**config.mk**
```make
export PLATFORM = sky130hd
export DESIGN_NAME = loop_erased_path
export DESIGN_NICKNAME = d
export VERILOG_FILES = /design/src/hw/rtl/lep_pkg.sv /design/src/hw/rtl/lep_queue.sv /design/src/hw/rtl/lep_front.sv /design/src/hw/rtl/lep_back.sv /design/src/hw/rtl/loop_erased_path.sv
export SDC_FILE = /design/constraint.sdc
export NUM_CORES = 2
export LEC_CHECK = 0
export BUFFER_PORTS_ARGS = -buffer_cell sky130_fd_sc_hd__buf_2
export CAP_MARGIN = 10
export CORE_UTILIZATION = 25
export DETAILED_ROUTE_END_ITERATION = 6
export GPL_ROUTABILITY_DRIVEN = 0
export PLACE_DENSITY = 0.38
export SLEW_MARGIN = 20
export SYNTH_ARGS = -nofsm -noshare
export SYNTH_HDL_FRONTEND = slang
export SYNTH_SLANG_ARGS = --single-unit
```
**constraint.sdc**
```tcl
create_clock -name clock -period 6.5 [get_ports clock]
set_input_delay 0.65 -clock clock [delete_from_list [all_inputs] [get_ports clock]]
set_output_delay 0.65 -clock clock [all_outputs]
set_load 0.01 [all_outputs]
```
**src/hw/rtl/lep_pkg.sv**
```systemverilog
package lep_pkg;

   // Width of a node identifier on both channels
   localparam int NODE_W = 8;

   // Number of distinct node identifiers that fit in NODE_W bits
   localparam int NODE_SPAN = 1 << NODE_W;

   // Back-end sequencer states
   typedef enum logic [2:0] {
      BK_POP,        // take the next queued request
      BK_HEAD,       // read the node at position zero
      BK_HEAD_SEEN,  // look up the last occurrence of the first node
      BK_POS,        // set the walk position, read the node there
      BK_HERE,       // look up the last occurrence of that node
      BK_JUMP,       // clamp the jump, read the node at the jump target
      BK_OUT         // hand the kept node to the output register
   } bk_state_type;

endpackage

```
**src/hw/rtl/lep_queue.sv**
```systemverilog
module lep_queue #(
   parameter int WIDTH = 8
) (
   input  logic             clock,
   input  logic             reset,
   input  logic             push,
   input  logic [WIDTH-1:0] push_data,
   output logic             full,
   input  logic             pop,
   output logic [WIDTH-1:0] pop_data,
   output logic             empty
);

   logic [WIDTH-1:0] entry_ff [2];
   logic             wr_ptr_ff;
   logic             wr_ptr_in;
   logic             rd_ptr_ff;
   logic             rd_ptr_in;
   logic [1:0]       count_ff;
   logic [1:0]       count_in;

   assign full     = (count_ff == 2'd2);
   assign empty    = (count_ff == 2'd0);
   assign pop_data = entry_ff[rd_ptr_ff];

   // Advance pointers and occupancy
   always_comb begin
      wr_ptr_in = wr_ptr_ff ^ push;
      rd_ptr_in = rd_ptr_ff ^ pop;
      count_in  = count_ff + {1'b0, push} - {1'b0, pop};
   end

   always_ff @(posedge clock) begin
      if (reset) begin
         wr_ptr_ff <= 1'b0;
         rd_ptr_ff <= 1'b0;
         count_ff  <= 2'd0;
      end else begin
         wr_ptr_ff <= wr_ptr_in;
         rd_ptr_ff <= rd_ptr_in;
         count_ff  <= count_in;
      end
   end

   // Hold queued requests
   always_ff @(posedge clock) begin
      if (push) begin
         entry_ff[wr_ptr_ff] <= push_data;
      end
   end

endmodule

```
**src/hw/rtl/lep_front.sv**
```systemverilog
module lep_front #(
   parameter int MAX_PATH = 64,
   parameter int POS_W    = 6,
   parameter int LEN_W    = 7,
   parameter int ENTRY_W  = 3 + LEN_W + POS_W + lep_pkg::NODE_W
) (
   input  logic                      clock,
   input  logic                      reset,
   input  logic                      req_valid,
   output logic                      req_stall,
   input  logic [lep_pkg::NODE_W-1:0] req_step_node,
   input  logic                      req_path_end,
   input  logic                      q_full,
   output logic                      q_push,
   output logic [ENTRY_W-1:0]        q_data
);

   logic [LEN_W-1:0] length_ff;
   logic [LEN_W-1:0] length_in;
   logic             overflow_ff;
   logic             overflow_in;
   logic             room;
   logic [LEN_W-1:0] op_len;
   logic             op_ovf;

   assign req_stall = q_full;
   assign q_push    = req_valid & ~q_full;

   // Classify the request: store it at the next position or drop it
   always_comb begin
      room   = (length_ff < LEN_W'(MAX_PATH));
      op_len = room ? length_ff + LEN_W'(1) : length_ff;
      op_ovf = overflow_ff | ~room;
      q_data = {req_path_end, room, op_ovf, op_len, length_ff[POS_W-1:0], req_step_node};
   end

   // Advance the path counters, restart them after the final step
   always_comb begin
      length_in   = length_ff;
      overflow_in = overflow_ff;
      if (q_push) begin
         if (req_path_end) begin
            length_in   = '0;
            overflow_in = 1'b0;
         end else begin
            length_in   = op_len;
            overflow_in = op_ovf;
         end
      end
   end

   always_ff @(posedge clock) begin
      if (reset) begin
         length_ff   <= '0;
         overflow_ff <= 1'b0;
      end else begin
         length_ff   <= length_in;
         overflow_ff <= overflow_in;
      end
   end

endmodule

```
**src/hw/rtl/lep_back.sv**
```systemverilog
module lep_back #(
   parameter int MAX_PATH   = 64,
   parameter int NODE_COUNT = 256,
   parameter int POS_W      = 6,
   parameter int LEN_W      = 7,
   parameter int ENTRY_W    = 3 + LEN_W + POS_W + lep_pkg::NODE_W
) (
   input  logic                       clock,
   input  logic                       reset,
   input  logic                       q_empty,
   input  logic [ENTRY_W-1:0]         q_data,
   output logic                       q_pop,
   output logic                       rsp_valid,
   input  logic                       rsp_stall,
   output logic [lep_pkg::NODE_W-1:0] rsp_kept_node,
   output logic                       rsp_route_end,
   output logic                       rsp_path_overflow
);

   localparam int SLOT_W = (NODE_COUNT > 1) ? $clog2(NODE_COUNT) : 1;

   // Unpacked queue entry
   logic                       e_last;
   logic                       e_wr;
   logic                       e_ovf;
   logic [LEN_W-1:0]           e_len;
   logic [POS_W-1:0]           e_pos;
   logic [lep_pkg::NODE_W-1:0] e_node;

   // Storage
   logic [lep_pkg::NODE_W-1:0] path_store_ff [MAX_PATH];
   logic [POS_W-1:0]           last_seen_ff [NODE_COUNT];
   logic [lep_pkg::NODE_W-1:0] st_rd_ff;
   logic [POS_W-1:0]           seen_rd_ff;
   logic [SLOT_W-1:0]          slot_tab [lep_pkg::NODE_SPAN];

   // Sequencer
   lep_pkg::bk_state_type      state_ff;
   lep_pkg::bk_state_type      state_in;
   logic [POS_W-1:0]           pos_ff;
   logic [POS_W-1:0]           pos_in;
   logic [POS_W-1:0]           jump_ff;
   logic [POS_W-1:0]           jump_in;
   logic [LEN_W-1:0]           len_ff;
   logic [LEN_W-1:0]           len_in;
   logic                       ovf_ff;
   logic                       ovf_in;

   logic                       mem_wr;
   logic                       st_rd_en;
   logic [POS_W-1:0]           st_rd_addr;
   logic                       seen_rd_en;
   logic [SLOT_W-1:0]          seen_rd_addr;
   logic [POS_W-1:0]           jump_sel;
   logic                       route_last;
   logic [POS_W-1:0]           next_pos;
   logic                       out_free;
   logic                       out_load;

   // Output register
   logic                       rsp_valid_ff;
   logic                       rsp_valid_in;
   logic [lep_pkg::NODE_W-1:0] kept_node_ff;
   logic                       route_end_ff;
   logic                       path_overflow_ff;

   assign {e_last, e_wr, e_ovf, e_len, e_pos, e_node} = q_data;

   // Fold node identifiers onto table slots
   for (genvar g = 0; g < lep_pkg::NODE_SPAN; g++) begin : g_slot
      assign slot_tab[g] = SLOT_W'(g % NODE_COUNT);
   end

   // Walk bookkeeping
   always_comb begin
      jump_sel = ((seen_rd_ff < pos_ff) || (LEN_W'(seen_rd_ff) >= len_ff)) ?
                 pos_ff : seen_rd_ff;
      route_last = ((LEN_W'(jump_ff) + LEN_W'(1)) >= len_ff);
      next_pos   = jump_ff + POS_W'(1);
      out_free   = ~rsp_valid_ff | ~rsp_stall;
   end

   // Next state and memory controls
   always_comb begin
      state_in     = state_ff;
      pos_in       = pos_ff;
      jump_in      = jump_ff;
      len_in       = len_ff;
      ovf_in       = ovf_ff;
      q_pop        = 1'b0;
      mem_wr       = 1'b0;
      st_rd_en     = 1'b0;
      st_rd_addr   = pos_ff;
      seen_rd_en   = 1'b0;
      seen_rd_addr = slot_tab[st_rd_ff];
      out_load     = 1'b0;
      case (state_ff)
         lep_pkg::BK_POP: begin
            if (!q_empty) begin
               q_pop  = 1'b1;
               mem_wr = e_wr;
               if (e_last) begin
                  len_in   = e_len;
                  ovf_in   = e_ovf;
                  state_in = lep_pkg::BK_HEAD;
               end
            end
         end
         lep_pkg::BK_HEAD: begin
            st_rd_en   = 1'b1;
            st_rd_addr = '0;
            state_in   = lep_pkg::BK_HEAD_SEEN;
         end
         lep_pkg::BK_HEAD_SEEN: begin
            seen_rd_en = 1'b1;
            state_in   = lep_pkg::BK_POS;
         end
         lep_pkg::BK_POS: begin
            pos_in     = seen_rd_ff;
            st_rd_en   = 1'b1;
            st_rd_addr = seen_rd_ff;
            state_in   = lep_pkg::BK_HERE;
         end
         lep_pkg::BK_HERE: begin
            seen_rd_en = 1'b1;
            state_in   = lep_pkg::BK_JUMP;
         end
         lep_pkg::BK_JUMP: begin
            jump_in    = jump_sel;
            st_rd_en   = 1'b1;
            st_rd_addr = jump_sel;
            state_in   = lep_pkg::BK_OUT;
         end
         lep_pkg::BK_OUT: begin
            if (out_free) begin
               out_load = 1'b1;
               if (route_last) begin
                  state_in = lep_pkg::BK_POP;
               end else begin
                  pos_in     = next_pos;
                  st_rd_en   = 1'b1;
                  st_rd_addr = next_pos;
                  state_in   = lep_pkg::BK_HERE;
               end
            end
         end
         default: begin
            state_in = lep_pkg::BK_POP;
         end
      endcase
   end

   always_ff @(posedge clock) begin
      if (reset) begin
         state_ff <= lep_pkg::BK_POP;
      end else begin
         state_ff <= state_in;
      end
   end

   always_ff @(posedge clock) begin
      pos_ff  <= pos_in;
      jump_ff <= jump_in;
      len_ff  <= len_in;
      ovf_ff  <= ovf_in;
   end

   // Path store and last-occurrence table: one write, one registered read each
   always_ff @(posedge clock) begin
      if (mem_wr) begin
         path_store_ff[e_pos]          <= e_node;
         last_seen_ff[slot_tab[e_node]] <= e_pos;
      end
      if (st_rd_en) begin
         st_rd_ff <= path_store_ff[st_rd_addr];
      end
      if (seen_rd_en) begin
         seen_rd_ff <= last_seen_ff[seen_rd_addr];
      end
   end

   // Hold the result until the receiver takes it
   always_comb begin
      rsp_valid_in = out_load | (rsp_valid_ff & rsp_stall);
   end

   always_ff @(posedge clock) begin
      if (reset) begin
         rsp_valid_ff <= 1'b0;
      end else begin
         rsp_valid_ff <= rsp_valid_in;
      end
   end

   always_ff @(posedge clock) begin
      if (out_load) begin
         kept_node_ff     <= st_rd_ff;
         route_end_ff     <= route_last;
         path_overflow_ff <= ovf_ff;
      end
   end

   assign rsp_valid         = rsp_valid_ff;
   assign rsp_kept_node     = kept_node_ff;
   assign rsp_route_end     = route_end_ff;
   assign rsp_path_overflow = path_overflow_ff;

   // Never overwrite a result that is still stalled
   a_no_overwrite: assert property (@(posedge clock) disable iff (reset)
      out_load |-> !(rsp_valid_ff && rsp_stall))
      else $error("result register overwritten while stalled");

   // The queue is drained only between emissions
   a_pop_idle: assert property (@(posedge clock) disable iff (reset)
      q_pop |-> (state_ff == lep_pkg::BK_POP))
      else $error("queue popped during emission");

   // A kept position always lies inside the stored path
   a_jump_range: assert property (@(posedge clock) disable iff (reset)
      out_load |-> (LEN_W'(jump_ff) < len_ff))
      else $error("kept position beyond path length");

   // The last kept node returns the sequencer to the queue
   a_end_return: assert property (@(posedge clock) disable iff (reset)
      (out_load && route_last) |=> (state_ff == lep_pkg::BK_POP && rsp_route_end))
      else $error("sequencer did not return after route end");

endmodule

```
**src/hw/rtl/loop_erased_path.sv**
```systemverilog
// Loop erasure of a walked node path.
//
// Input channel (req_*): one walk step per request, req_step_node the node
// and req_path_end set on the final step. Steps are taken one per cycle while
// the two-entry request queue has room; req_stall rises when it is full.
// Steps beyond MAX_PATH are dropped and reported on every result of the path.
// Result channel (rsp_*): after the final step the loop-erased path comes out
// one kept node per result, rsp_route_end set on the last one.
// The final step reaches the back end after queued steps drain (one per
// cycle in BK_POP); the first result walks states HEAD through OUT, each
// later one HERE, JUMP and OUT, paced by the dependent reads path store ->
// last-seen table -> path store, each with a registered read port.
// Steps of the next path are accepted while results are still being sent,
// until the queue fills.
// A stalled result stays in the output register; the sequencer waits on it.
// Reset clears the counters, the queue and the output valid; the stores need
// no clearing, since emission reads only entries written for the current path.
module loop_erased_path #(
   parameter int MAX_PATH   = 64,
   parameter int NODE_COUNT = 256
) (
   input  logic                       clock,
   input  logic                       reset,
   input  logic                       req_valid,
   output logic                       req_stall,
   input  logic [lep_pkg::NODE_W-1:0] req_step_node,
   input  logic                       req_path_end,
   output logic                       rsp_valid,
   input  logic                       rsp_stall,
   output logic [lep_pkg::NODE_W-1:0] rsp_kept_node,
   output logic                       rsp_route_end,
   output logic                       rsp_path_overflow
);

   localparam int POS_W   = $clog2(MAX_PATH);
   localparam int LEN_W   = $clog2(MAX_PATH + 1);
   localparam int ENTRY_W = 3 + LEN_W + POS_W + lep_pkg::NODE_W;

   logic               q_full;
   logic               q_empty;
   logic               q_push;
   logic               q_pop;
   logic [ENTRY_W-1:0] q_push_data;
   logic [ENTRY_W-1:0] q_pop_data;

   lep_front #(
      .MAX_PATH (MAX_PATH),
      .POS_W    (POS_W),
      .LEN_W    (LEN_W),
      .ENTRY_W  (ENTRY_W)
   ) u_front (
      .clock         (clock),
      .reset         (reset),
      .req_valid     (req_valid),
      .req_stall     (req_stall),
      .req_step_node (req_step_node),
      .req_path_end  (req_path_end),
      .q_full        (q_full),
      .q_push        (q_push),
      .q_data        (q_push_data)
   );

   lep_queue #(
      .WIDTH (ENTRY_W)
   ) u_queue (
      .clock     (clock),
      .reset     (reset),
      .push      (q_push),
      .push_data (q_push_data),
      .full      (q_full),
      .pop       (q_pop),
      .pop_data  (q_pop_data),
      .empty     (q_empty)
   );

   lep_back #(
      .MAX_PATH   (MAX_PATH),
      .NODE_COUNT (NODE_COUNT),
      .POS_W      (POS_W),
      .LEN_W      (LEN_W),
      .ENTRY_W    (ENTRY_W)
   ) u_back (
      .clock             (clock),
      .reset             (reset),
      .q_empty           (q_empty),
      .q_data            (q_pop_data),
      .q_pop             (q_pop),
      .rsp_valid         (rsp_valid),
      .rsp_stall         (rsp_stall),
      .rsp_kept_node     (rsp_kept_node),
      .rsp_route_end     (rsp_route_end),
      .rsp_path_overflow (rsp_path_overflow)
   );

endmodule
```
==> results.txt <==
----------------------------------------------------
[Clock tree]
  Cells resized by post-CTS repair ... 0
  Clock Latency Late Sink ... ~920 ps
  Inserted Clock Buffers ... 241
  Clock sinks ... between 2000 and 2500
  Clock Root Buffer ... clkbuf_16
  Clock tree from TritonCTS ... done
  H-Tree Level Count ... 4
  Clock transition at path regs ... roughly 60 ps
  Clock Tree Buf Depth ... 4

[Power]
  Clk pwr share ... around 34%
  Switching Share ... between 20 and 30%
  Leak pwr ... between 30 and 40 nW
  Worst vdd ir ... approximately 0.00029 V
  Cell Pwr Density ... slightly above 400 nW/um2
  Total design power ... around 39 mW
  Sequential cell fraction of total power ... 42.9%
  Cell internal power dissipation ... roughly 28 mW
  Switching power total ... roughly 12 mW
  Proportion of power drawn by combinational gates ... 23.6%

[Yosys]
  Share of Yosys cell area claimed by the top area cell type ... 76.3%
  Synth Instances ... between 3000 and 4000
  Synth top area cells ... edfxtp_1 76%, mux4_2 14%, mux2i_1 3.2%
  Library cell occupying the most area in the post-synthesis netlist ... edfxtp_1
  Count of cell types in the netlist ... 54
  Mapped Area ... ~84000 um2
  Flops & latches, synth ... 2156
  Most common flop cell mapped by yosys ... edfxtp_1
  Async SR Flop Fraction ... 0%
  Total number of yosys warnings ... 0
  Count of flip-flops with a built-in enable after synthesis ... 2140
  Syn_nets ... between 4000 and 5000
  Sequential share of the synthesized area ... between 70% and 80%
  Post-Syn Area per Cell ... about 21 um2

[Timing]
  Worst slew pin tran ... between 1000 and 1500 ps
  Number of slew-limit violations in the final report ... 0
  Highest clock frequency the design can meet ... about 170 MHz
  Period utilisation layout ... ~90%
  Final number of setup-violating endpoints ... 0
  Unrepaired setup endpoints after global routing ... no
  Final Hold Fails ... 0
  Final clock skew ... around 110 ps
  Post-route setup TNS ... 0 ps
  Time the worst path needs with I/O delays and setup ... a little under 6000 ps
  Max_slew headroom ... a little over a fifth

[Die]
  Die outline area ... roughly 340000 um2
  Io pins ... 25
  Height of the die ... about 580 um
  Initial cell density of the core ... 25.2%
  Rows ... 212
  Die span in x ... around 580 um
  Core area ... around 330000 um2

[Worst setup path]
  CP Capture Type ... flip-flop
  Worst r2r src ... u_back.jump_ff[0]$_DFFE_PP_
  Largest fanout of any net on the critical path ... 48
  Startpoint of the worst setup timing path ... u_back.jump_ff[0]$_DFFE_PP_
  Sort of element at the start of the critical path ... flip-flop
  Reg-to-reg setup timing slack ... 660 ps
  Crit path required time ... slightly above 7000 ps
  Class of the most critical setup path ... reg2reg
  Arrival time worst endpoint ... 6460 ps

[Route]
  Number of DRC markers after the initial detailed-route iteration ... between 3000 and 4000
  Sum of routed wire length over all layers ... 235000 um
  Via-per-instance ratio ... approximately 4.5
  DRC errors left ... 0
  Pre-antenna DRT Iters ... 5
  Count of antenna-violating nets left after detailed routing ... 0
  DR WL/cell ... approximately 27 um
  Number of vias in the routed layout ... around 40000

[Global route]
  All-layer global routing usage ... a little over an eighth
  Number of antenna violations at the first check in global routing ... 27
  Overflow left after global routing ... 0
  First-pass GRT wire length ... ~330000 um
  Pin count of the biggest net entering global routing ... ~120
  Number of global-route vias before repair ... 41100

[Final layout]
  Share of final-layout standard cells stronger than drive strength 1 ... a little under a quarter
  Leading cell type in the layout, fill and taps excluded ... edfxtp_1
  Commonest cells after routing, fill and taps aside ... 2140 x edfxtp_1, 510 x mux4_2, 365 x nor2_1, 272 x mux2i_1, 241 x clkbuf_16
  Total of fill cells in the finished design ... 32600
  Area added between synthesis and finish ... 15.8%
  Finished Layout Cells ... 8723
  Total Nets Final ... 4177

[Hold path]
  Min-delay worst type ... in2reg
  Origin of the worst min-delay path ... reset

[Placement]
  Detailed-placement wirelength estimate ... approximately 140000 um
  Cells after DPL ... approximately 8300
  Number of buffers added on ports ... 24

[Status]
  Outcome ... completed

[Job]
  Number of violations of the max-capacitance limit ... 0

----------------------------------------------------
==> power groups by stage <==
stage	registers [mW]	clock network (mW)	logic (mW)
after detailed placement	17.2	0	9.58
after global routing	16.9	14.1	9.90
after CTS	16.9	13.6	9.60
after global placement	17.2	0	9.53
after floorplan	17.2	0	5.64
final	16.9	13.2	9.29
==> synth_stat cells (all sizes together), types with 4 or more instances <==
cell type  count
a21o           6
a21oi         23
xnor2          9
a211oi         5
mux2          13
mux2i        273
nand3         20
buf           91
nor4          12
o22a          33
o21ai         22
inv           34
nand2b         4
a41o           8
mux4         510
xor2           5
nor2b          4
clkbuf       126
nor2         369
o2111ai        8
nor3           4
edfxtp      2140
a22oi          6
ha            24
o41ai         16
dfxtp         16
nand2         84
o22ai         97
==> worst max-delay path, stage by stage (launching register included) <==
cell and delay (ps):
edfxtp_1 450, ha_1 260, nand3_1 130, xnor2_1 160
ha_1 280, a21oi_1 200, o211a_1 150, o21a_1 440
a21oi_1 120, a2111oi_0 610, a211o_4 300, buf_12 350
buf_4 380, mux2i_1 260, o22ai_1 160, o41ai_1 1020
o2111ai_1 210
==> flip-flops by register name, indices dropped and copies added (netlist names), 3 cells and up <==
| name | cells |
|---|---|
| u_back.jump_ff | 6 |
| u_back.last_seen_ff | 1536 |
| u_back.len_ff | 7 |
| u_back.path_store_ff | 512 |
| u_back.pos_ff | 6 |
| u_back.rsp_kept_node | 8 |
| u_back.seen_rd_ff | 6 |
| u_back.st_rd_ff | 8 |
| u_back.state_ff | 3 |
| u_front.length_ff | 7 |
| u_queue.entry_ff | 48 |
==> stage by stage <==
stage	hold slack (ps)	util, %	setup slack [ps]	area (um2)
after global routing	86.4	29.2	419	97500
after CTS	34.0	29.2	778	97500
after detailed placement	407	26.9	778	89900
final	120	29.2	656	97500
after floorplan	400	-	723	84200
after global placement	413	26.9	486	89800
==> final cells by class <==
cell class / instances / area, um2 / area share [%]
Clock inverter: 147 / 1320 / 1.35
Clock buffer: 288 / 6210 / 6.37
Antenna cell: 4 / 10.0 / 0.0103
Timing Repair Buffer: 125 / 1130 / 1.16
Sequential cell: 2156 / 64600 / 66.2
Tap cell: 4387 / 5490 / 5.63
Inverter: 34 / 165 / 0.169
Multi-Input combinational cell: 1582 / 18600 / 19.1
==> logic make-up after synthesis <==
family / Yosys count / synth area share, %
simple gates: 509 / 2.41
xor+xnor: 14 / 0.146
compound gates: 239 / 1.99
mux: 796 / 17.1
fa+ha+maj: 24 / 0.357
flops: 2156 / 76.7
buf+inv: 251 / 1.33
==> metal layers <==
layer	track usage, %	up-vias	share of wire, %
li1	-	16900	-
met1	19.5	21400	46
met2	21.5	921	47
met4	3.31	4	2.2
met5	0	-	0.0090
met3	2.42	319	5.0
==> final timing paths <==
check | depth (start not counted) | to
setup / recovery | 16 | u_back.st_rd_ff[0]$_DFFE_PP_
hold reg to reg | 0 | u_back.rsp_path_overflow$_DFFE_PP_
hold / removal | 2 | u_queue.wr_ptr_ff$_SDFF_PP0_
setup reg to reg | 16 | u_back.st_rd_ff[0]$_DFFE_PP_
==> timing repair <==
item / CTS / global route
endpoints found under the setup margin: 0 / 0
buffers inserted: 0 / 0
endpoints found under the hold margin: 19 / 0
hold buffers: 9 / 0
Note: power is estimated with default switching activity, not from simulation.
